File: config.mk
export PLATFORM = sky130hd
export DESIGN_NAME = ppm_p6_sprite_parser_core
export DESIGN_NICKNAME = d
export VERILOG_FILES = /design/src/rtl/core/ppmp6_pkg.sv /design/src/rtl/core/ppmp6_parser.sv /design/src/rtl/core/ppmp6_res_fifo.sv /design/src/rtl/core/ppm_p6_sprite_parser_core.sv
export SDC_FILE = /design/constraint.sdc
export NUM_CORES = 1
export LEC_CHECK = 0
export ABC_CLOCK_PERIOD_IN_PS = 5080
export BUFFER_PORTS_ARGS = -buffer_cell sky130_fd_sc_hd__clkbuf_2
export CAP_MARGIN = 20
export CORE_MARGIN = 3
export CORE_UTILIZATION = 60
export CTS_BUF_LIST = sky130_fd_sc_hd__clkbuf_8
export DETAILED_ROUTE_END_ITERATION = 7
export PLACE_DENSITY = 0.78
export SLEW_MARGIN = 20
export SYNTH_ARGS = -nofsm -noshare
export SYNTH_HDL_FRONTEND = slang
export SYNTH_SLANG_ARGS = --single-unit
File: constraint.sdc
create_clock -name clk_i -period 5.08 [get_ports clk_i]
set_input_delay 0.762 -clock clk_i [delete_from_list [all_inputs] [get_ports clk_i]]
set_output_delay 0.762 -clock clk_i [all_outputs]
set_load 0.01 [all_outputs]
File: src/rtl/core/ppmp6_pkg.sv
// shared types, character codes and defaults for the p6 sprite parser
package ppmp6_pkg;

  // default image geometry
  localparam int unsigned ImageWidthDef  = 16;
  localparam int unsigned ImageHeightDef = 16;

  // header characters
  localparam logic [7:0] ChP     = 8'h50;
  localparam logic [7:0] ChSix   = 8'h36;
  localparam logic [7:0] ChHash  = 8'h23;
  localparam logic [7:0] ChLf    = 8'h0A;
  localparam logic [7:0] ChCr    = 8'h0D;
  localparam logic [7:0] ChTab   = 8'h09;
  localparam logic [7:0] ChSpace = 8'h20;
  localparam logic [7:0] ChZero  = 8'h30;
  localparam logic [7:0] ChNine  = 8'h39;

  localparam logic [15:0] MaxVal = 16'd255;

  // result queue geometry
  localparam int unsigned FifoDepth = 4;
  localparam int unsigned FifoPtrW  = 2;
  localparam int unsigned FifoCntW  = 3;

  typedef enum logic [3:0] {
    PH_MAGIC_P = 4'd0,
    PH_MAGIC_6 = 4'd1,
    PH_WS_W    = 4'd2,
    PH_NUM_W   = 4'd3,
    PH_WS_H    = 4'd4,
    PH_NUM_H   = 4'd5,
    PH_WS_M    = 4'd6,
    PH_NUM_M   = 4'd7,
    PH_PAYLOAD = 4'd8,
    PH_DONE    = 4'd9
  } phase_e;

  typedef enum logic [1:0] {
    ST_OK     = 2'd0,
    ST_MAGIC  = 2'd1,
    ST_HEADER = 2'd2,
    ST_SHORT  = 2'd3
  } status_e;

  typedef enum logic {
    KIND_PIXEL  = 1'b0,
    KIND_STATUS = 1'b1
  } kind_e;

  typedef struct packed {
    kind_e       kind;
    logic [7:0]  pixel_index;
    logic [7:0]  red;
    logic [7:0]  green;
    logic [7:0]  blue;
    status_e     status;
    logic        run_end;
  } res_t;

endpackage

File: src/rtl/core/ppmp6_parser.sv
// header state machine and pixel grouping, one byte per cycle while fire_i is high
module ppmp6_parser import ppmp6_pkg::*; #(
  parameter int unsigned IMAGE_WIDTH  = ImageWidthDef,
  parameter int unsigned IMAGE_HEIGHT = ImageHeightDef
) (
  input  logic       clk_i,
  input  logic       rst_ni,
  input  logic       fire_i,
  input  logic [7:0] byte_i,
  input  logic       eof_i,
  output logic [1:0] push_cnt_o,
  output res_t       res_a_o,
  output res_t       res_b_o
);

  localparam int unsigned PixTotal = IMAGE_WIDTH * IMAGE_HEIGHT;
  localparam int unsigned PixW     = $clog2(PixTotal + 1);
  localparam logic [PixW-1:0] PixLast = PixW'(PixTotal - 1);

  phase_e          phase_q, phase_d;
  logic            in_comment_q, in_comment_d;
  logic [15:0]     acc_q, acc_d;
  logic [15:0]     wid_q, wid_d;
  logic [15:0]     hei_q, hei_d;
  logic [1:0]      slot_q, slot_d;
  logic [PixW-1:0] pix_q, pix_d;
  logic [7:0]      red_q, red_d;
  logic [7:0]      grn_q, grn_d;

  logic            emit_pix, emit_st;
  status_e         st_code;
  logic            is_digit, is_blank;
  logic [3:0]      digit;
  logic [19:0]     acc_next;
  logic [15:0]     acc_sat;
  res_t            pix_res, st_res;

  // header check with the current field in the accumulator, later fields zero
  function automatic logic hdr_ok(phase_e ph, logic [15:0] acc, logic [15:0] wid,
                                  logic [15:0] hei);
    logic [15:0] w;
    logic [15:0] h;
    logic [15:0] m;
    w = 16'd0;
    h = 16'd0;
    m = 16'd0;
    case (ph) inside
      PH_WS_W, PH_NUM_W: begin
        w = acc;
      end
      PH_WS_H, PH_NUM_H: begin
        w = wid;
        h = acc;
      end
      default: begin
        w = wid;
        h = hei;
        m = acc;
      end
    endcase
    return (w == 16'(IMAGE_WIDTH)) && (h == 16'(IMAGE_HEIGHT)) && (m == MaxVal);
  endfunction

  // character classes and saturating decimal accumulate
  assign is_digit = (byte_i >= ChZero) && (byte_i <= ChNine);
  assign is_blank = (byte_i == ChSpace) || (byte_i == ChTab) ||
                    (byte_i == ChCr) || (byte_i == ChLf);
  assign digit    = 4'(byte_i - ChZero);
  assign acc_next = ({4'd0, acc_q} << 3) + ({4'd0, acc_q} << 1) + {16'd0, digit};
  assign acc_sat  = (acc_next[19:16] != 4'd0) ? 16'hFFFF : acc_next[15:0];

  // next state and results for one byte
  always_comb begin
    phase_d      = phase_q;
    in_comment_d = in_comment_q;
    acc_d        = acc_q;
    wid_d        = wid_q;
    hei_d        = hei_q;
    slot_d       = slot_q;
    pix_d        = pix_q;
    red_d        = red_q;
    grn_d        = grn_q;
    emit_pix     = 1'b0;
    emit_st      = 1'b0;
    st_code      = ST_OK;

    unique case (phase_q) inside
      PH_MAGIC_P: begin
        if (byte_i == ChP) begin
          phase_d = PH_MAGIC_6;
        end else begin
          emit_st = 1'b1;
          st_code = ST_MAGIC;
          phase_d = PH_DONE;
        end
      end
      PH_MAGIC_6: begin
        if (byte_i == ChSix) begin
          phase_d = PH_WS_W;
          acc_d   = 16'd0;
        end else begin
          emit_st = 1'b1;
          st_code = ST_MAGIC;
          phase_d = PH_DONE;
        end
      end
      PH_PAYLOAD: begin
        case (slot_q)
          2'd0: begin
            red_d  = byte_i;
            slot_d = 2'd1;
          end
          2'd1: begin
            grn_d  = byte_i;
            slot_d = 2'd2;
          end
          default: begin
            emit_pix = 1'b1;
            slot_d   = 2'd0;
            if (pix_q == PixLast) begin
              emit_st = 1'b1;
              st_code = ST_OK;
              phase_d = PH_DONE;
            end else begin
              pix_d = pix_q + PixW'(1);
            end
          end
        endcase
      end
      PH_DONE: begin
        phase_d = PH_DONE;
      end
      PH_WS_W, PH_NUM_W, PH_WS_H, PH_NUM_H, PH_WS_M, PH_NUM_M: begin
        if (in_comment_q) begin
          if (byte_i == ChLf) begin
            in_comment_d = 1'b0;
          end
        end else if (phase_q == PH_WS_W || phase_q == PH_WS_H || phase_q == PH_WS_M) begin
          if (byte_i == ChHash) begin
            in_comment_d = 1'b1;
          end else if (is_digit) begin
            acc_d = {12'd0, digit};
            case (phase_q)
              PH_WS_W: phase_d = PH_NUM_W;
              PH_WS_H: phase_d = PH_NUM_H;
              default: phase_d = PH_NUM_M;
            endcase
          end else if (!is_blank) begin
            if (hdr_ok(phase_q, acc_q, wid_q, hei_q)) begin
              phase_d = PH_PAYLOAD;
              slot_d  = 2'd0;
              pix_d   = '0;
            end else begin
              emit_st = 1'b1;
              st_code = ST_HEADER;
              phase_d = PH_DONE;
            end
          end
        end else if (is_digit) begin
          acc_d = acc_sat;
        end else if (phase_q != PH_NUM_M && (is_blank || byte_i == ChHash)) begin
          // field complete, move on to the gap before the next one
          if (phase_q == PH_NUM_W) begin
            wid_d   = acc_q;
            phase_d = PH_WS_H;
          end else begin
            hei_d   = acc_q;
            phase_d = PH_WS_M;
          end
          acc_d        = 16'd0;
          in_comment_d = (byte_i == ChHash);
        end else begin
          // separator or stray character ends the header
          if (hdr_ok(phase_q, acc_q, wid_q, hei_q)) begin
            phase_d = PH_PAYLOAD;
            slot_d  = 2'd0;
            pix_d   = '0;
          end else begin
            emit_st = 1'b1;
            st_code = ST_HEADER;
            phase_d = PH_DONE;
          end
        end
      end
      default: begin
        phase_d = PH_DONE;
      end
    endcase

    // end of file closes the run if nothing else did
    if (eof_i && !emit_st && phase_q != PH_DONE) begin
      emit_st = 1'b1;
      if (phase_d == PH_MAGIC_P || phase_d == PH_MAGIC_6) begin
        st_code = ST_MAGIC;
      end else if (phase_d == PH_PAYLOAD) begin
        st_code = ST_SHORT;
      end else if (hdr_ok(phase_d, acc_d, wid_d, hei_d)) begin
        st_code = ST_SHORT;
      end else begin
        st_code = ST_HEADER;
      end
      phase_d = PH_DONE;
    end
  end

  // result words
  always_comb begin
    pix_res.kind        = KIND_PIXEL;
    pix_res.pixel_index = 8'(pix_q);
    pix_res.red         = red_q;
    pix_res.green       = grn_q;
    pix_res.blue        = byte_i;
    pix_res.status      = ST_OK;
    pix_res.run_end     = !emit_st;

    st_res.kind        = KIND_STATUS;
    st_res.pixel_index = 8'd0;
    st_res.red         = 8'd0;
    st_res.green       = 8'd0;
    st_res.blue        = 8'd0;
    st_res.status      = st_code;
    st_res.run_end     = 1'b1;

    res_a_o    = emit_pix ? pix_res : st_res;
    res_b_o    = st_res;
    push_cnt_o = fire_i ? ({1'b0, emit_pix} + {1'b0, emit_st}) : 2'd0;
  end

  // parser state
  always_ff @(posedge clk_i or negedge rst_ni) begin
    if (!rst_ni) begin
      phase_q      <= PH_MAGIC_P;
      in_comment_q <= 1'b0;
      acc_q        <= 16'd0;
      wid_q        <= 16'd0;
      hei_q        <= 16'd0;
      slot_q       <= 2'd0;
      pix_q        <= '0;
      red_q        <= 8'd0;
      grn_q        <= 8'd0;
    end else if (fire_i) begin
      phase_q      <= phase_d;
      in_comment_q <= in_comment_d;
      acc_q        <= acc_d;
      wid_q        <= wid_d;
      hei_q        <= hei_d;
      slot_q       <= slot_d;
      pix_q        <= pix_d;
      red_q        <= red_d;
      grn_q        <= grn_d;
    end
  end

endmodule

File: src/rtl/core/ppmp6_res_fifo.sv
// small result queue taking up to two words a cycle, one word out
module ppmp6_res_fifo import ppmp6_pkg::*; (
  input  logic       clk_i,
  input  logic       rst_ni,
  input  logic [1:0] push_cnt_i,
  input  res_t       push_a_i,
  input  res_t       push_b_i,
  output logic       room_o,
  output logic       out_valid_o,
  input  logic       out_ready_i,
  output res_t       out_word_o
);

  res_t                mem_q [FifoDepth];
  logic [FifoPtrW-1:0] wr_q, rd_q;
  logic [FifoCntW-1:0] cnt_q;
  logic                pop;

  assign pop         = out_valid_o && out_ready_i;
  assign out_valid_o = (cnt_q != '0);
  assign out_word_o  = mem_q[rd_q];
  // room for a pixel and a status word together
  assign room_o      = (cnt_q <= FifoCntW'(FifoDepth - 2));

  // storage writes
  always_ff @(posedge clk_i) begin
    if (push_cnt_i != 2'd0) begin
      mem_q[wr_q] <= push_a_i;
    end
    if (push_cnt_i == 2'd2) begin
      mem_q[wr_q + FifoPtrW'(1)] <= push_b_i;
    end
  end

  // pointers and fill level
  always_ff @(posedge clk_i or negedge rst_ni) begin
    if (!rst_ni) begin
      wr_q  <= '0;
      rd_q  <= '0;
      cnt_q <= '0;
    end else begin
      wr_q  <= wr_q + FifoPtrW'(push_cnt_i);
      rd_q  <= rd_q + FifoPtrW'(pop);
      cnt_q <= cnt_q + FifoCntW'(push_cnt_i) - FifoCntW'(pop);
    end
  end

endmodule

File: src/rtl/core/ppm_p6_sprite_parser_core.sv
// p6 image stream parser: input register, parser and result queue
// results: a byte's words are pushed into the result queue as it leaves the input register
// throughput: one byte per cycle while the result queue has room; the parser state register is the only loop
// a byte giving a pixel and the final status occupies two queue slots
// reset: asynchronous active low; waits for the first magic byte, queue empty
// after the status word every byte is accepted and dropped until reset
module ppm_p6_sprite_parser_core import ppmp6_pkg::*; #(
  parameter int unsigned IMAGE_WIDTH  = ImageWidthDef,
  parameter int unsigned IMAGE_HEIGHT = ImageHeightDef
) (
  input  logic       clk_i,
  input  logic       rst_ni,
  input  logic       in_valid_i,
  output logic       in_ready_o,
  input  logic [7:0] data_byte_i,
  input  logic       end_of_file_i,
  output logic       out_valid_o,
  input  logic       out_ready_i,
  output logic       kind_o,
  output logic [7:0] pixel_index_o,
  output logic [7:0] red_o,
  output logic [7:0] green_o,
  output logic [7:0] blue_o,
  output logic [1:0] status_o,
  output logic       run_end_o
);

  logic       in_vld_q;
  logic [7:0] in_byte_q;
  logic       in_eof_q;
  logic       room;
  logic       fire;
  logic [1:0] push_cnt;
  res_t       res_a, res_b, out_word;

  // input word register
  assign fire       = in_vld_q && room;
  assign in_ready_o = !in_vld_q || fire;

  always_ff @(posedge clk_i or negedge rst_ni) begin
    if (!rst_ni) begin
      in_vld_q <= 1'b0;
    end else if (in_ready_o) begin
      in_vld_q <= in_valid_i;
    end
  end

  always_ff @(posedge clk_i) begin
    if (in_ready_o && in_valid_i) begin
      in_byte_q <= data_byte_i;
      in_eof_q  <= end_of_file_i;
    end
  end

  ppmp6_parser #(
    .IMAGE_WIDTH  (IMAGE_WIDTH),
    .IMAGE_HEIGHT (IMAGE_HEIGHT)
  ) u_parser (
    .clk_i      (clk_i),
    .rst_ni     (rst_ni),
    .fire_i     (fire),
    .byte_i     (in_byte_q),
    .eof_i      (in_eof_q),
    .push_cnt_o (push_cnt),
    .res_a_o    (res_a),
    .res_b_o    (res_b)
  );

  ppmp6_res_fifo u_fifo (
    .clk_i       (clk_i),
    .rst_ni      (rst_ni),
    .push_cnt_i  (push_cnt),
    .push_a_i    (res_a),
    .push_b_i    (res_b),
    .room_o      (room),
    .out_valid_o (out_valid_o),
    .out_ready_i (out_ready_i),
    .out_word_o  (out_word)
  );

  // result fields
  assign kind_o        = out_word.kind;
  assign pixel_index_o = out_word.pixel_index;
  assign red_o         = out_word.red;
  assign green_o       = out_word.green;
  assign blue_o        = out_word.blue;
  assign status_o      = out_word.status;
  assign run_end_o     = out_word.run_end;

endmodule

# Yosys cells after proc, flatten, opt, wreduce, memory -nomap -nowiden

Memory sizes are Yosys's and may differ from the RTL's.
Cells that the tools add are included.

Memories kept: 1
Logic and storage cells: 273
Output and inout port bits: 38
RAM bits: 144
Bits in registers: 97

Memories:

| memory       | depth | width | read ports | clocked after memory_dff | write ports | line                 | source |
|---|---|---|---|---|---|---|---|
| u_fifo.mem_q | 4     | 36    | 1          | 0                        | 2           | ppmp6_res_fifo.sv:14 | `res_t mem_q [FifoDepth];` |

Reduce and logical (&&, ||, !) cells: 42
Equal/unequal tests: 44
Order comparisons: 3
$add $sub $neg: 10
Muxes and demuxes: 158

Operators with widths:

| kind                  | count |
|---|---|
| $mux W16              | 72 |
| $mux W9               | 11 |
| $eq A16 B5 Y1 const B | 6 |
| $eq A16 B8 Y1 const B | 3 |
| $mux W4               | 12 |
| $mux W2               | 23 |
| $mux W36              | 1 |
| $pmux W16 S2          | 1 |
| $mux W1               | 31 |
| $eq A4 B3 Y1 const B  | 6 |
| $eq A8 B4 Y1 const B  | 3 |
| $eq A8 B6 Y1 const B  | 3 |
| $add A19 B17 Y20      | 1 |
| $add A20 B4 Y20       | 1 |
| $pmux W9 S2           | 1 |
| $eq A4 B2 Y1 const B  | 4 |
| $pmux W4 S4           | 1 |
| $logic_and A1 B1 Y1   | 13 |
| $reduce_and A11 Y1    | 1 |
| $reduce_or A2 Y1      | 5 |
| $add A9 B1 Y9 const B | 1 |
| $eq A9 B8 Y1 const B  | 1 |
| $ne A3 B3 Y1 const B  | 3 |
| $reduce_and A9 Y1     | 1 |
| other kinds (34)      | 52 |

# Logic depth before layout (Yosys ltp)

Gate-level depths: netlist (run 1).

Depth in word-level cells: 35
Mapped depth: 18

# Modules after synthesis

Synthesis (run 1) repeated with hierarchy kept, for this count alone.

Cell total of the unflattened synthesis: 1160
Area total of the unflattened synthesis: 14111.0 µm²

By module, submodules not included:

| module                    | area an instance (µm²) | cells an instance | sequential area each (µm²) | instances |
|---|---|---|---|---|
| ppmp6_res_fifo            | 7364.6                 | 389               | 4499.3                     | 1 |
| ppmp6_parser              | 6416.2                 | 757               | 2001.9                     | 1 |
| ppm_p6_sprite_parser_core | 330.3                  | 14                | 295.3                      | 1 |

# Worst setup path after synthesis (run 1)

No wires, ideal clock.

Kind: reg-to-reg
From: register in_byte_q[3]
To: memory u_fifo.mem_q[1][1] (netlist bit), data pin
Slack: 1066 ps
Period minus slack after synthesis: 4014 ps
Required time: 4818 ps
Stages on the path, launching flop included: 16
Path buffers: 1
Arrival: 3753 ps
Cell sequence: edfxtp_1 > buf_2 > inv_1 > fa_1 > inv_1 > fa_1 > a211o_1 > a211o_1 > a211o_1 > o211ai_2 > o221ai_2 > or2_1 > o41ai_1 > nor4_1 > a32oi_2 > nor2_1

RTL lines:

| element                | line                            | source |
|---|---|---|
| start, declared        | ppm_p6_sprite_parser_core.sv:29 | `logic [7:0] in_byte_q;` |
| start signal, assigned | ppm_p6_sprite_parser_core.sv:50 | `in_byte_q <= data_byte_i;` |
| end, declared          | ppmp6_res_fifo.sv:14            |  |

==> summary.txt, run 1 <==
Power
  • Total Power: 6.23 mW
  • Cell leakage power: 5.89 nW
  • Sequential power share: 43.5%
  • Power per cell area: 441 nW/um^2
  • Worst vdd ir: 423 uV
  • Combinational share of power: 28.1%
  • Internal: 3.97 mW
  • Clock power frac: 28.5%
  • Psw: 2.26 mW
  • Switching part of the total: 36.3%

Synth
  • FFs w/ async S/R, synth: 36.5%
  • Post-synth EDFFs: 17
  • Complex-gate fraction of the synthesized area: 17.1%
  • Synth Area in Simple Gates: 20.6%
  • Syn. warnings: 0
  • Avg Inst Size Synth: 9.03 um^2
  • Largest family of logic cells by synthesized area: simple AND/OR/NAND/NOR gates
  • Synth area leaders: dfxtp_1 21%, dfrtp_1 17%, a21oi_1 6.6%, mux4_2 6.3%, nand2_1 5.9%
  • Post-Synth Adder-Cell Area: 4.39%
  • Count of cell types in the netlist: 86
  • Post-Synthesis Cell Area: 12,800 um^2
  • Mapped Nets: 1,470
  • FF+latch count, synth: 241
  • Area leader, netlist: dfxtp_1
  • Most common cell in the synthesized netlist: nand2_1
  • Mux cell area share after synthesis: 10.3%
  • Syn Inst Count: 1,414
  • Xor-xnor portion of the synthesized cell area: 1.17%
  • Dominant synthesized flop cell: dfxtp_1
  • Synth top area share: 21.3%
  • Seq/Total Area, Yosys: 42.6%
  • Commonest cells post-synth: 202 x nand2_1, 168 x a21oi_1, 140 x nand3_1

Setup path
  • Critical path buffers and inverters: 1
  • Crit path largest cell delay: 0.75 ns
  • Arr. time, crit path: 5.10 ns
  • CP max stage cell: or3_1
  • WP data required: 5.56 ns
  • Startpoint type of the worst setup path: flip-flop
  • Setup Crit Path Kind: flip-flop to flip-flop
  • Cell mode on critical path: o21ai_1
  • CP Capture Type: flip-flop
  • Critical path fanouts, max: 20
  • Critical Path, Cell by Cell: or3b_4 > a211oi_4 > o21ai_2 > o21ai_1 > o21ai_0 > nand3b_1 > ha_1 > o21ai_1 > or3_1 > buf_4 > nand2_1 > a21oi_1
  • CP delay by family, top: compound AO/OA/AOI/OAI gates

Clock network
  • Post-CTS Setup Inserts: 0
  • H-tree levels: 2
  • CTS tree: done
  • Clock transition at path regs: 0.07 ns
  • Max clock buf depth: 3
  • Hold Buf Count CTS: 0
  • CTS resizes: 0
  • Clock Sinks: 241
  • Clk root buf: clkbuf_8
  • CTS Buf Count: 40
  • Skew-Pair Late Insertion Delay: 0.56 ns

Global route
  • Vias in the first global route: 11,000
  • GR Overflow Total: 0
  • Largest net degree at the start of global routing: 77
  • Total Routing Usage GR: 30.5%
  • Global-route wire length before repair: 58.3 mm
  • Initial antenna violation count: 0

Placement
  • Post-DP Area: 13,300 um^2
  • Routability cong.: 1.03
  • Placed cells: 1,665
  • Buffers on Ports: 50
  • Worst slack, placed: 0.546 ns
  • HPWL after detailed placement: 23.9 mm

Route
  • Routed vias: 11,400
  • Drt drc: 0
  • Pre-antenna DRT Iters: 5
  • Iter 0 DRT Violations: 1,189
  • WL/cell: 20.8 um
  • Post-route ant nets: 0
  • DR vias/cell: 6.58
  • Routed WL: 36.1 mm

STA
  • Slew HR: 40.6%
  • Final TNS setup: 0 ns
  • RSZ-0062 raised after global routing: false
  • Max Slew Vio Count: 0
  • Worst-Margin Slew: 0.868 ns
  • Final clock period utilization by the worst path: 91.0%
  • Fmax: 0.216 GHz
  • Final worst slack: 0.456 ns
  • Setup violators final: 0
  • Final Critical Period: 4.62 ns
  • Hold_ws: 0.156 ns
  • Final Hold Viols: 0
  • Clk_skew: 0.0232 ns

Run status
  • Status: completed

Layout
  • Layout cells sized above 1: 17.5%
  • Fin area: 14,100 um^2
  • Area delta synth->final: 10.7%
  • Antenna fix cells: 0
  • NumNets Final: 1,493
  • Final core occ: 68.7%
  • Fillers: 1,662
  • Final std cells w/o fill: 1,738

Run
  • Max cap viols: 0

Floorplanning
  • Initial core utilization: 62.1%
  • Die Ht: 152 um
  • IO Count: 51
  • Core box area: 20,600 um^2
  • Die X: 152 um
  • Row count: 52
  • DIE AREA: 23,100 um^2

Min path
  • Worst hold-check path type: input port to asynchronous set/reset pin
[sequential cells by signal, indices dropped and copies added (netlist names), 2 cells and up]
| signal | flops |
|---|---|
| u_parser.grn_q | 8 |
| u_fifo.rd_q | 2 |
| u_parser.red_q | 8 |
| u_parser.slot_q | 2 |
| u_parser.acc_q | 16 |
| u_parser.pix_q | 9 |
| u_parser.hei_q | 16 |
| u_parser.phase_q | 4 |
| u_parser.wid_q | 16 |
| in_byte_q | 8 |
| u_fifo.mem_q | 144 |
| u_fifo.wr_q | 2 |
| u_fifo.cnt_q | 3 |
[final timing paths]
check | from | endpoint | slack (ns) | cells past startpoint
min in group clk_i | end_of_file_i | in_eof_q | 0.40 | 1
max in group asynchronous | rst_ni | u_parser.pix_q[1] | 3.78 | 2
worst min register to register | u_fifo.mem_q[1][32] | u_fifo.mem_q[1][32] | 0.45 | 2
worst max-delay path | in_byte_q[1] | u_fifo.mem_q[0][6] | 0.46 | 12
worst min-delay path | rst_ni | u_parser.acc_q[6] | 0.16 | 1
worst max register to register | in_byte_q[1] | u_fifo.mem_q[0][6] | 0.46 | 12
[cell usage in the layout, fill, tap and decap left out, drive strengths merged, types with 15 or more instances in the layout]
master | synthesis | layout
inv | 19 | 36
clkbuf | 87 | 98
nand2 | 202 | 202
nand2b | 23 | 23
nand3 | 140 | 140
dfxtp | 136 | 136
ha | 40 | 40
edfxtp | 17 | 17
o21ai | 81 | 81
a21oi | 169 | 169
dfrtp | 88 | 88
mux4 | 36 | 36
nor4 | 15 | 15
mux2 | 42 | 42
buf | 21 | 40
nor2 | 68 | 68
nor3 | 23 | 23
[routing by layer]
layer  vias up  wire [um]  global-route usage, %
li1       5199          -                      -
met1      5522      15200                   43.5
met2       614      16300                   46.9
met3        96       3670                   6.74
met4         0        933                   9.33
met5         -          0                  0.414
[cell families after synthesis]
logic type,count (synthesis)
xor+xnor,17
fa+ha+maj,43
simple gates,546
compound gates,358
buf+inv,128
mux,81
flops,241
[power by group through the flow]
stage / combinational, mW / sequential, mW / clock (mW)
2_1_floorplan: 1.32 / 2.50 / 0
3_3_place_gp: 1.68 / 2.71 / 0
3_5_place_dp: 1.73 / 2.73 / 0
4_1_cts: 1.74 / 2.69 / 1.79
5_1_grt: 1.90 / 2.76 / 1.88
6_report: 1.75 / 2.71 / 1.77
[final cells by class]
type / instances / area (um^2) / area share (%)
inverter: 20 / 75.1 / 0.531
tap: 270 / 338 / 2.39
timing repair buffer: 89 / 571 / 4.04
sequential: 241 / 5440 / 38.5
clock inverter: 24 / 165 / 1.17
clock buffer: 49 / 674 / 4.77
multi-input combinational: 1045 / 6870 / 48.6
Power figures use the tool's default switching activity.
==> run 2: changes to the inputs <==
--- a/config.mk
+++ b/config.mk
@@ -5,14 +5,14 @@
 export SDC_FILE = /design/constraint.sdc
 export NUM_CORES = 1
 export LEC_CHECK = 0
-export ABC_CLOCK_PERIOD_IN_PS = 5080
+export ABC_CLOCK_PERIOD_IN_PS = 4100
 export BUFFER_PORTS_ARGS = -buffer_cell sky130_fd_sc_hd__clkbuf_2
 export CAP_MARGIN = 20
 export CORE_MARGIN = 3
-export CORE_UTILIZATION = 60
+export CORE_UTILIZATION = 58
 export CTS_BUF_LIST = sky130_fd_sc_hd__clkbuf_8
 export DETAILED_ROUTE_END_ITERATION = 7
-export PLACE_DENSITY = 0.78
+export PLACE_DENSITY = 0.79
 export SLEW_MARGIN = 20
 export SYNTH_ARGS = -nofsm -noshare
 export SYNTH_HDL_FRONTEND = slang
==> constraint.sdc (replaced) <==
create_clock -name clk_i -period 4.1 [get_ports clk_i]
set_input_delay 0.615 -clock clk_i [delete_from_list [all_inputs] [get_ports clk_i]]
set_output_delay 0.615 -clock clk_i [all_outputs]
set_load 0.01 [all_outputs]
==> run 2 against run 1 <==
Effect of this change:
- first-iteration DRC count up 8.8%
- clock skew up 0.0051 ns
- fmax up 15%
- critical path depth up 5
- register-to-register slack worse by 0.39 ns
- via count up 1.5%
- non-clock buffer count up 49
- utilization up 0.44 points
- global-route usage down 0.75 points
- final cell count up 3.2%
- worst hold slack better by 0.089 ns
- critical path type unchanged
- largest cell class unchanged
==> summary.txt, run 2 (synthesis results as in run 1) <==
Setup path
  • RR Startpoint: u_parser.acc_q[0] (was in_byte_q[1])
  • CP delay by family, top: compound AO/OA/AOI/OAI gates (unchanged)
  • FF-to-FF End: u_fifo.mem_q[1][1] (was u_fifo.mem_q[0][6])
  • Critical path buffers and inverters: 5 (was 1)
  • Crit path largest cell delay: 0.53 ns (was 0.75 ns)
  • WP data required: 4.39 ns (was 5.56 ns)
  • R2R setup slack: 0.07 ns (was 0.46 ns)
  • Startpoint type of the worst setup path: flip-flop (unchanged)
  • Critical path fanouts, max: 11 (was 20)
  • Arr. time, crit path: 4.32 ns (was 5.10 ns)
  • CP max stage cell: fa_1 (was or3_1)
  • CP Capture Type: flip-flop (unchanged)
  • Reg2reg path depth: 17 (was 12)
  • Setup Crit Path Kind: flip-flop to flip-flop (unchanged)
  • Critical Path, Cell by Cell: inv_2 > fa_1 > inv_2 > fa_2 > a211o_1 > a21oi_1 > buf_4 > o31ai_1 > a211oi_2 > buf_4 > a311o_1 > o21ai_0 > a21oi_1 > nor4_1 > a32oi_2 > buf_6 > nor2_1 (was or3b_4 > a211oi_4 > o21ai_2 > o21ai_1 > o21ai_0 > nand3b_1 > ha_1 > o21ai_1 > or3_1 > buf_4 > nand2_1 > a21oi_1)

Route
  • Pre-antenna DRT Iters: 6 (was 5)
  • Iter 0 DRT Violations: 1,294 (was 1,189)
  • Routed vias: 11,600 (was 11,400)
  • WL/cell: 20.2 um (was 20.8 um)
  • Routed WL: 36.3 mm (was 36.1 mm)
  • Drt drc: 0 (unchanged)
  • Post-route ant nets: 0 (unchanged)
  • DR vias/cell: 6.47 (was 6.58)

Layout
  • Flip-flop count of the largest register after layout: 144 (unchanged)
  • Top reg by flops: u_fifo.mem_q (unchanged)
  • Area delta synth->final: 15.7% (was 10.7%)
  • Highest-count cells in the layout ignoring fill and taps: 202 x nand2_1, 166 x a21oi_1, 140 x nand3_1 (was 202 x nand2_1, 168 x a21oi_1, 140 x nand3_1)
  • Antenna fix cells: 0 (unchanged)
  • Fin area: 14,800 um^2 (was 14,100 um^2)
  • Fillers: 1,668 (was 1,662)
  • Commonest non-fill, non-tap cell in the layout: nand2_1 (unchanged)
  • Layout cells sized above 1: 21.9% (was 17.5%)
  • NumNets Final: 1,543 (was 1,493)

STA
  • Final Hold Viols: 0 (unchanged)
  • Max Slew Vio Count: 0 (unchanged)
  • Final worst slack: 0.0696 ns (was 0.456 ns)
  • Fmax: 0.248 GHz (was 0.216 GHz)
  • Setup violators final: 0 (unchanged)
  • Final clock period utilization by the worst path: 98.3% (was 91.0%)
  • Slew HR: 33.7% (was 40.6%)
  • Final Critical Period: 4.03 ns (was 4.62 ns)
  • RSZ-0062 raised after global routing: true (was false)
  • Final TNS setup: 0 ns (unchanged)
  • Worst-Margin Slew: 0.994 ns (was 0.868 ns)
  • Clk_skew: 0.0283 ns (was 0.0232 ns)
  • Hold_ws: 0.244 ns (was 0.156 ns)

Clock network
  • Clock Sinks: 241 (unchanged)
  • CTS Buf Count: 40 (unchanged)
  • H-tree levels: 2 (unchanged)
  • Max clock buf depth: 3 (unchanged)
  • Skew-Pair Late Insertion Delay: 0.55 ns (was 0.56 ns)
  • Clk root buf: clkbuf_8 (unchanged)
  • CTS tree: done (unchanged)
  • Clock transition at path regs: 0.06 ns (was 0.07 ns)

Global route
  • Initial antenna violation count: 0 (unchanged)
  • Largest net degree at the start of global routing: 81 (was 77)
  • Global-route wire length before repair: 58.1 mm (was 58.3 mm)
  • Vias in the first global route: 11,200 (was 11,000)
  • Total Routing Usage GR: 29.8% (was 30.5%)
  • GR Overflow Total: 0 (unchanged)

Floorplanning
  • DIE AREA: 23,800 um^2 (was 23,100 um^2)
  • Core box area: 21,400 um^2 (was 20,600 um^2)
  • Row count: 53 (was 52)
  • IO Count: 51 (unchanged)
  • Die X: 154 um (was 152 um)
  • Die Ht: 154 um (was 152 um)
  • Initial core utilization: 59.8% (was 62.1%)

Placement
  • Post-DP Area: 13,600 um^2 (was 13,300 um^2)
  • Buffers on Ports: 50 (unchanged)
  • Routability cong.: 1.01 (was 1.03)
  • Worst slack, placed: -0.0585 ns (was 0.546 ns)
  • HPWL after detailed placement: 24.1 mm (was 23.9 mm)

Min path
  • Worst hold-check path type: input port to flip-flop (was input port to asynchronous set/reset pin)
  • Hold Path End: in_byte_q[4]
  • Worst hold start: data_byte_i[4]
  • Hold depth: 1

Power
  • Power per cell area: 543 nW/um^2 (was 441 nW/um^2)
  • Total Power: 8.02 mW (was 6.23 mW)
  • Worst vdd ir: 512 uV (was 423 uV)
  • Cell leakage power: 6.15 nW (was 5.89 nW)

Run status
  • Status: completed (unchanged)

Run
  • Max cap viols: 0 (unchanged)
[run 2: through the flow]
step / util, % / cells
6_report: 69.2 / 1793
5_1_grt: 69.2 / 1793
4_1_cts: 68.2 / 1788
3_5_place_dp: 63.9 / 1714
3_3_place_gp: 63.9 / 1714
2_1_floorplan: - / 1414
[run 2: area by class of cell]
type                            instances  area, um^2  share of cell area [%]
Timing Repair Buffer                  138         955                    6.46
Inverter                               20        75.1                   0.508
Clock buffer                           51         702                    4.75
Clock inverter                         22         208                    1.41
Tap cell                              275         344                    2.33
Sequential cell                       241        5440                    36.8
Multi-Input combinational cell       1046        7050                    47.7
[run 2: what timing repair did]
item | 4_1_cts | 5_1_grt
pin swaps | 1 | 12
setup buffers | 1 | 4
setup endpoints to repair | 4 | 52
cloned | 0 | 1
resized for setup | 4 | 32
hold buffers | 0 | 0
[run 2: worst max-delay path by stage]
| stage | start | end | slack (ns) | cells after the start |
|---|---|---|---|---|
| 6_report | u_parser.acc_q[0] | u_fifo.mem_q[1][1] | 0.07 | 17 |
| 5_1_grt | in_byte_q[3] | u_fifo.mem_q[2][1] | -0.11 | 15 |
| 4_1_cts | u_parser.acc_q[0] | u_fifo.mem_q[0][1] | 0.0006 | 15 |
| 3_5_place_dp | in_byte_q[2] | u_fifo.mem_q[1][1] | -0.06 | 13 |
| 3_3_place_gp | in_byte_q[3] | u_fifo.mem_q[1][1] | 0.06 | 14 |
| 2_1_floorplan | in_byte_q[3] | u_fifo.mem_q[1][1] | 0.09 | 15 |
[run 2: per-layer routing]
metal	global-route usage, %	part of all wire, %
met5	0	0
met4	10.4	2.1
met3	4.90	10
met2	46.0	46
met1	42.8	41
[run 2: power breakdown]
part,internal (mW),total (mW),leakage (nW),switching (mW)
logic,0.961,2.37,3.21,1.41
clock network,1.38,2.36,0.510,0.984
registers,2.84,3.28,2.43,0.441
==> run 3: changes to the inputs <==
--- a/config.mk
+++ b/config.mk
@@ -8,6 +8,7 @@
 export ABC_CLOCK_PERIOD_IN_PS = 4100
 export BUFFER_PORTS_ARGS = -buffer_cell sky130_fd_sc_hd__clkbuf_2
 export CAP_MARGIN = 20
+export CORE_ASPECT_RATIO = 0.9
 export CORE_MARGIN = 3
 export CORE_UTILIZATION = 58
 export CTS_BUF_LIST = sky130_fd_sc_hd__clkbuf_8
==> run 3 against run 2 <==
Effect of this change:
- routed wire length up 0.88%
- power down 2.9%
- flip-flop and latch count unchanged
- final cell count up 0.84%
- non-clock buffer count up 4
- clock skew down 0.00050 ns
- sequential share of layout area up 0.30 points
- combinational power about the same
- utilization down 0.052 points
- largest power group unchanged
- register-to-register slack better by 0.03 ns
- fmax up 0.65%
- critical endpoint is now u_fifo.mem_q[0][1]
==> summary.txt, run 3 (synthesis results as in run 1) <==
Placement
  • Worst slack, placed: -0.0369 ns (was -0.0585 ns)
  • HPWL after detailed placement: 24.9 mm (was 24.1 mm)
  • Routability cong.: 1.04 (was 1.01)
  • Buffers on Ports: 50 (unchanged)
  • Placed cells: 1,728 (was 1,714)

Power
  • Clock power frac: 27.8% (was 29.5%)
  • Power per cell area: 531 nW/um^2 (was 543 nW/um^2)
  • Worst vdd ir: 660 uV (was 512 uV)
  • Cell leakage power: 6.14 nW (was 6.15 nW)
  • Sequential power share: 41.5% (was 40.9%)
  • Total Power: 7.78 mW (was 8.02 mW)
  • Combinational share of power: 30.7% (was 29.6%)
  • Switching part of the total: 36.2% (was 35.4%)
  • Psw: 2.82 mW (was 2.83 mW)
  • Internal: 4.96 mW (was 5.18 mW)

STA
  • Setup violators final: 0 (unchanged)
  • Final Critical Period: 4.00 ns (was 4.03 ns)
  • Slew HR: 38.8% (was 33.7%)
  • Final Hold Viols: 0 (unchanged)
  • Fmax: 0.250 GHz (was 0.248 GHz)
  • Max Slew Vio Count: 0 (unchanged)
  • Worst-Margin Slew: 0.917 ns (was 0.994 ns)
  • Final worst slack: 0.0958 ns (was 0.0696 ns)
  • Final clock period utilization by the worst path: 97.7% (was 98.3%)
  • Clk_skew: 0.0278 ns (was 0.0283 ns)

Clock network
  • Hold Buf Count CTS: 0 (unchanged)
  • Clk root buf: clkbuf_8 (unchanged)
  • Max clock buf depth: 3 (unchanged)
  • CTS tree: done (unchanged)
  • Clock transition at path regs: 0.06 ns (about the same)
  • Skew-Pair Late Insertion Delay: 0.55 ns (about the same)
  • H-tree levels: 2 (unchanged)
  • CTS Buf Count: 40 (unchanged)
  • Clock Sinks: 241 (unchanged)

Global route
  • Total Routing Usage GR: 30.2% (was 29.8%)
  • Vias in the first global route: 11,000 (was 11,200)
  • Global-route wire length before repair: 58.3 mm (was 58.1 mm)
  • Initial antenna violation count: 0 (unchanged)
  • Largest net degree at the start of global routing: 89 (was 81)
  • GR Overflow Total: 0 (unchanged)

Setup path
  • Startpoint type of the worst setup path: flip-flop (unchanged)
  • WP data required: 4.37 ns (was 4.39 ns)
  • CP Capture Type: flip-flop (unchanged)
  • Crit path largest cell delay: 0.50 ns (was 0.53 ns)
  • Critical path fanouts, max: 6 (was 11)
  • CP max stage cell: fa_1 (unchanged)
  • Cell mode on critical path: a211o_1
  • Setup Crit Path Kind: flip-flop to flip-flop (unchanged)
  • Arr. time, crit path: 4.27 ns (was 4.32 ns)
  • Critical Path, Cell by Cell: inv_1 > fa_1 > inv_1 > fa_2 > a211o_1 > a211o_1 > a211o_1 > o211ai_2 > o221ai_4 > buf_6 > or4_1 > a21oi_2 > nor4_2 > a32oi_2 > a21oi_1 (was inv_2 > fa_1 > inv_2 > fa_2 > a211o_1 > a21oi_1 > buf_4 > o31ai_1 > a211oi_2 > buf_4 > a311o_1 > o21ai_0 > a21oi_1 > nor4_1 > a32oi_2 > buf_6 > nor2_1)

Layout
  • Antenna fix cells: 0 (unchanged)
  • Area delta synth->final: 14.8% (was 15.7%)
  • Highest-count cells in the layout ignoring fill and taps: 202 x nand2_1, 166 x a21oi_1, 140 x nand3_1 (unchanged)
  • Layout cells sized above 1: 21.9% (about the same)
  • Commonest non-fill, non-tap cell in the layout: nand2_1 (unchanged)
  • Fillers: 1,634 (was 1,668)
  • Flip-flop count of the largest register after layout: 144 (unchanged)
  • Final std cells w/o fill: 1,808 (was 1,793)
  • NumNets Final: 1,546 (was 1,543)
  • Final core occ: 69.1% (was 69.2%)
  • Top reg by flops: u_fifo.mem_q (unchanged)

Route
  • WL/cell: 20.2 um (about the same)
  • Post-route ant nets: 0 (unchanged)
  • Iter 0 DRT Violations: 1,390 (was 1,294)
  • Pre-antenna DRT Iters: 6 (unchanged)
  • Routed vias: 11,600 (about the same)
  • Routed WL: 36.6 mm (was 36.3 mm)
  • Drt drc: 0 (unchanged)
  • DR vias/cell: 6.44 (was 6.47)

Floorplanning
  • Core box area: 21,200 um^2 (was 21,400 um^2)
  • Die Ht: 147 um (was 154 um)
  • IO Count: 51 (unchanged)
  • Die X: 162 um (was 154 um)
  • Row count: 50 (was 53)
  • DIE AREA: 23,800 um^2 (about the same)
  • Initial core utilization: 60.2% (was 59.8%)

Run
  • Max cap viols: 0 (unchanged)

Min path
  • Worst hold-check path type: input port to asynchronous set/reset pin (was input port to flip-flop)

Run status
  • Status: completed (unchanged)
==> run 3: worst paths after layout <==
kind,startpoint,to,slack (ns),cells after the start
max,u_parser.acc_q[0],u_fifo.mem_q[0][1],0.1,15
max reg2reg,u_parser.acc_q[0],u_fifo.mem_q[0][1],0.1,15
min reg2reg,u_fifo.mem_q[3][21],u_fifo.mem_q[3][21],0.45,2
min,rst_ni,u_parser.acc_q[8],0.17,1
max in group asynchronous,rst_ni,u_parser.pix_q[1],3.03,2
min in group clk_i,data_byte_i[7],in_byte_q[7],0.26,1
==> run 3: per-layer routing <==
layer	track usage, %	part of all wire, %
met1	45.7	43
met2	43.5	44
met3	6.37	11
met4	9.30	2.2
met5	0	0
==> run 3: critical path, delay by kind of cell (launching register included) <==
kind	cells	cell delay (ns)
fa+ha+maj	2	0.85
simple gates	2	0.49
compound gates	8	1.70
buf+inv	3	0.33
flops	1	0.37
==> run 3: power groups by stage <==
stage / Combinational, mW / Clock, mW / Sequential, mW
finish: 2.39 / 2.16 / 3.23
global route: 2.59 / 2.33 / 3.27
CTS: 2.34 / 2.21 / 3.21
detailed placement: 2.33 / 0 / 3.25
global placement: 2.27 / 0 / 3.23
floorplan: 1.63 / 0 / 3.10
==> run 3: layout make-up <==
cell class	count	area [um^2]	area share, %
clock buffers	50	688	4.69
clock inverters	24	150	1.02
inverters	20	75.1	0.512
multi-input cells	1045	6970	47.5
flip-flops and latches	241	5440	37.1
well taps	286	358	2.44
repair buffers	142	985	6.72
==> run 3: stage by stage <==
stage / area, um^2 / setup TNS, ns / hold WS, ns
6_report: 14700 / 0 / 0.175
5_1_grt: 14700 / -0.0814 / 0.218
2_1_floorplan: 12800 / 0 / 0.319
4_1_cts: 14500 / 0 / 0.179
3_3_place_gp: 13700 / 0 / 0.438
3_5_place_dp: 13700 / -0.135 / 0.445
==> run 3: timing repair <==
item,4_1_cts,5_1_grt
endpoints found under the setup margin,4,67
buffers inserted,0,6
gates resized for setup,2,24
pin swaps,1,8
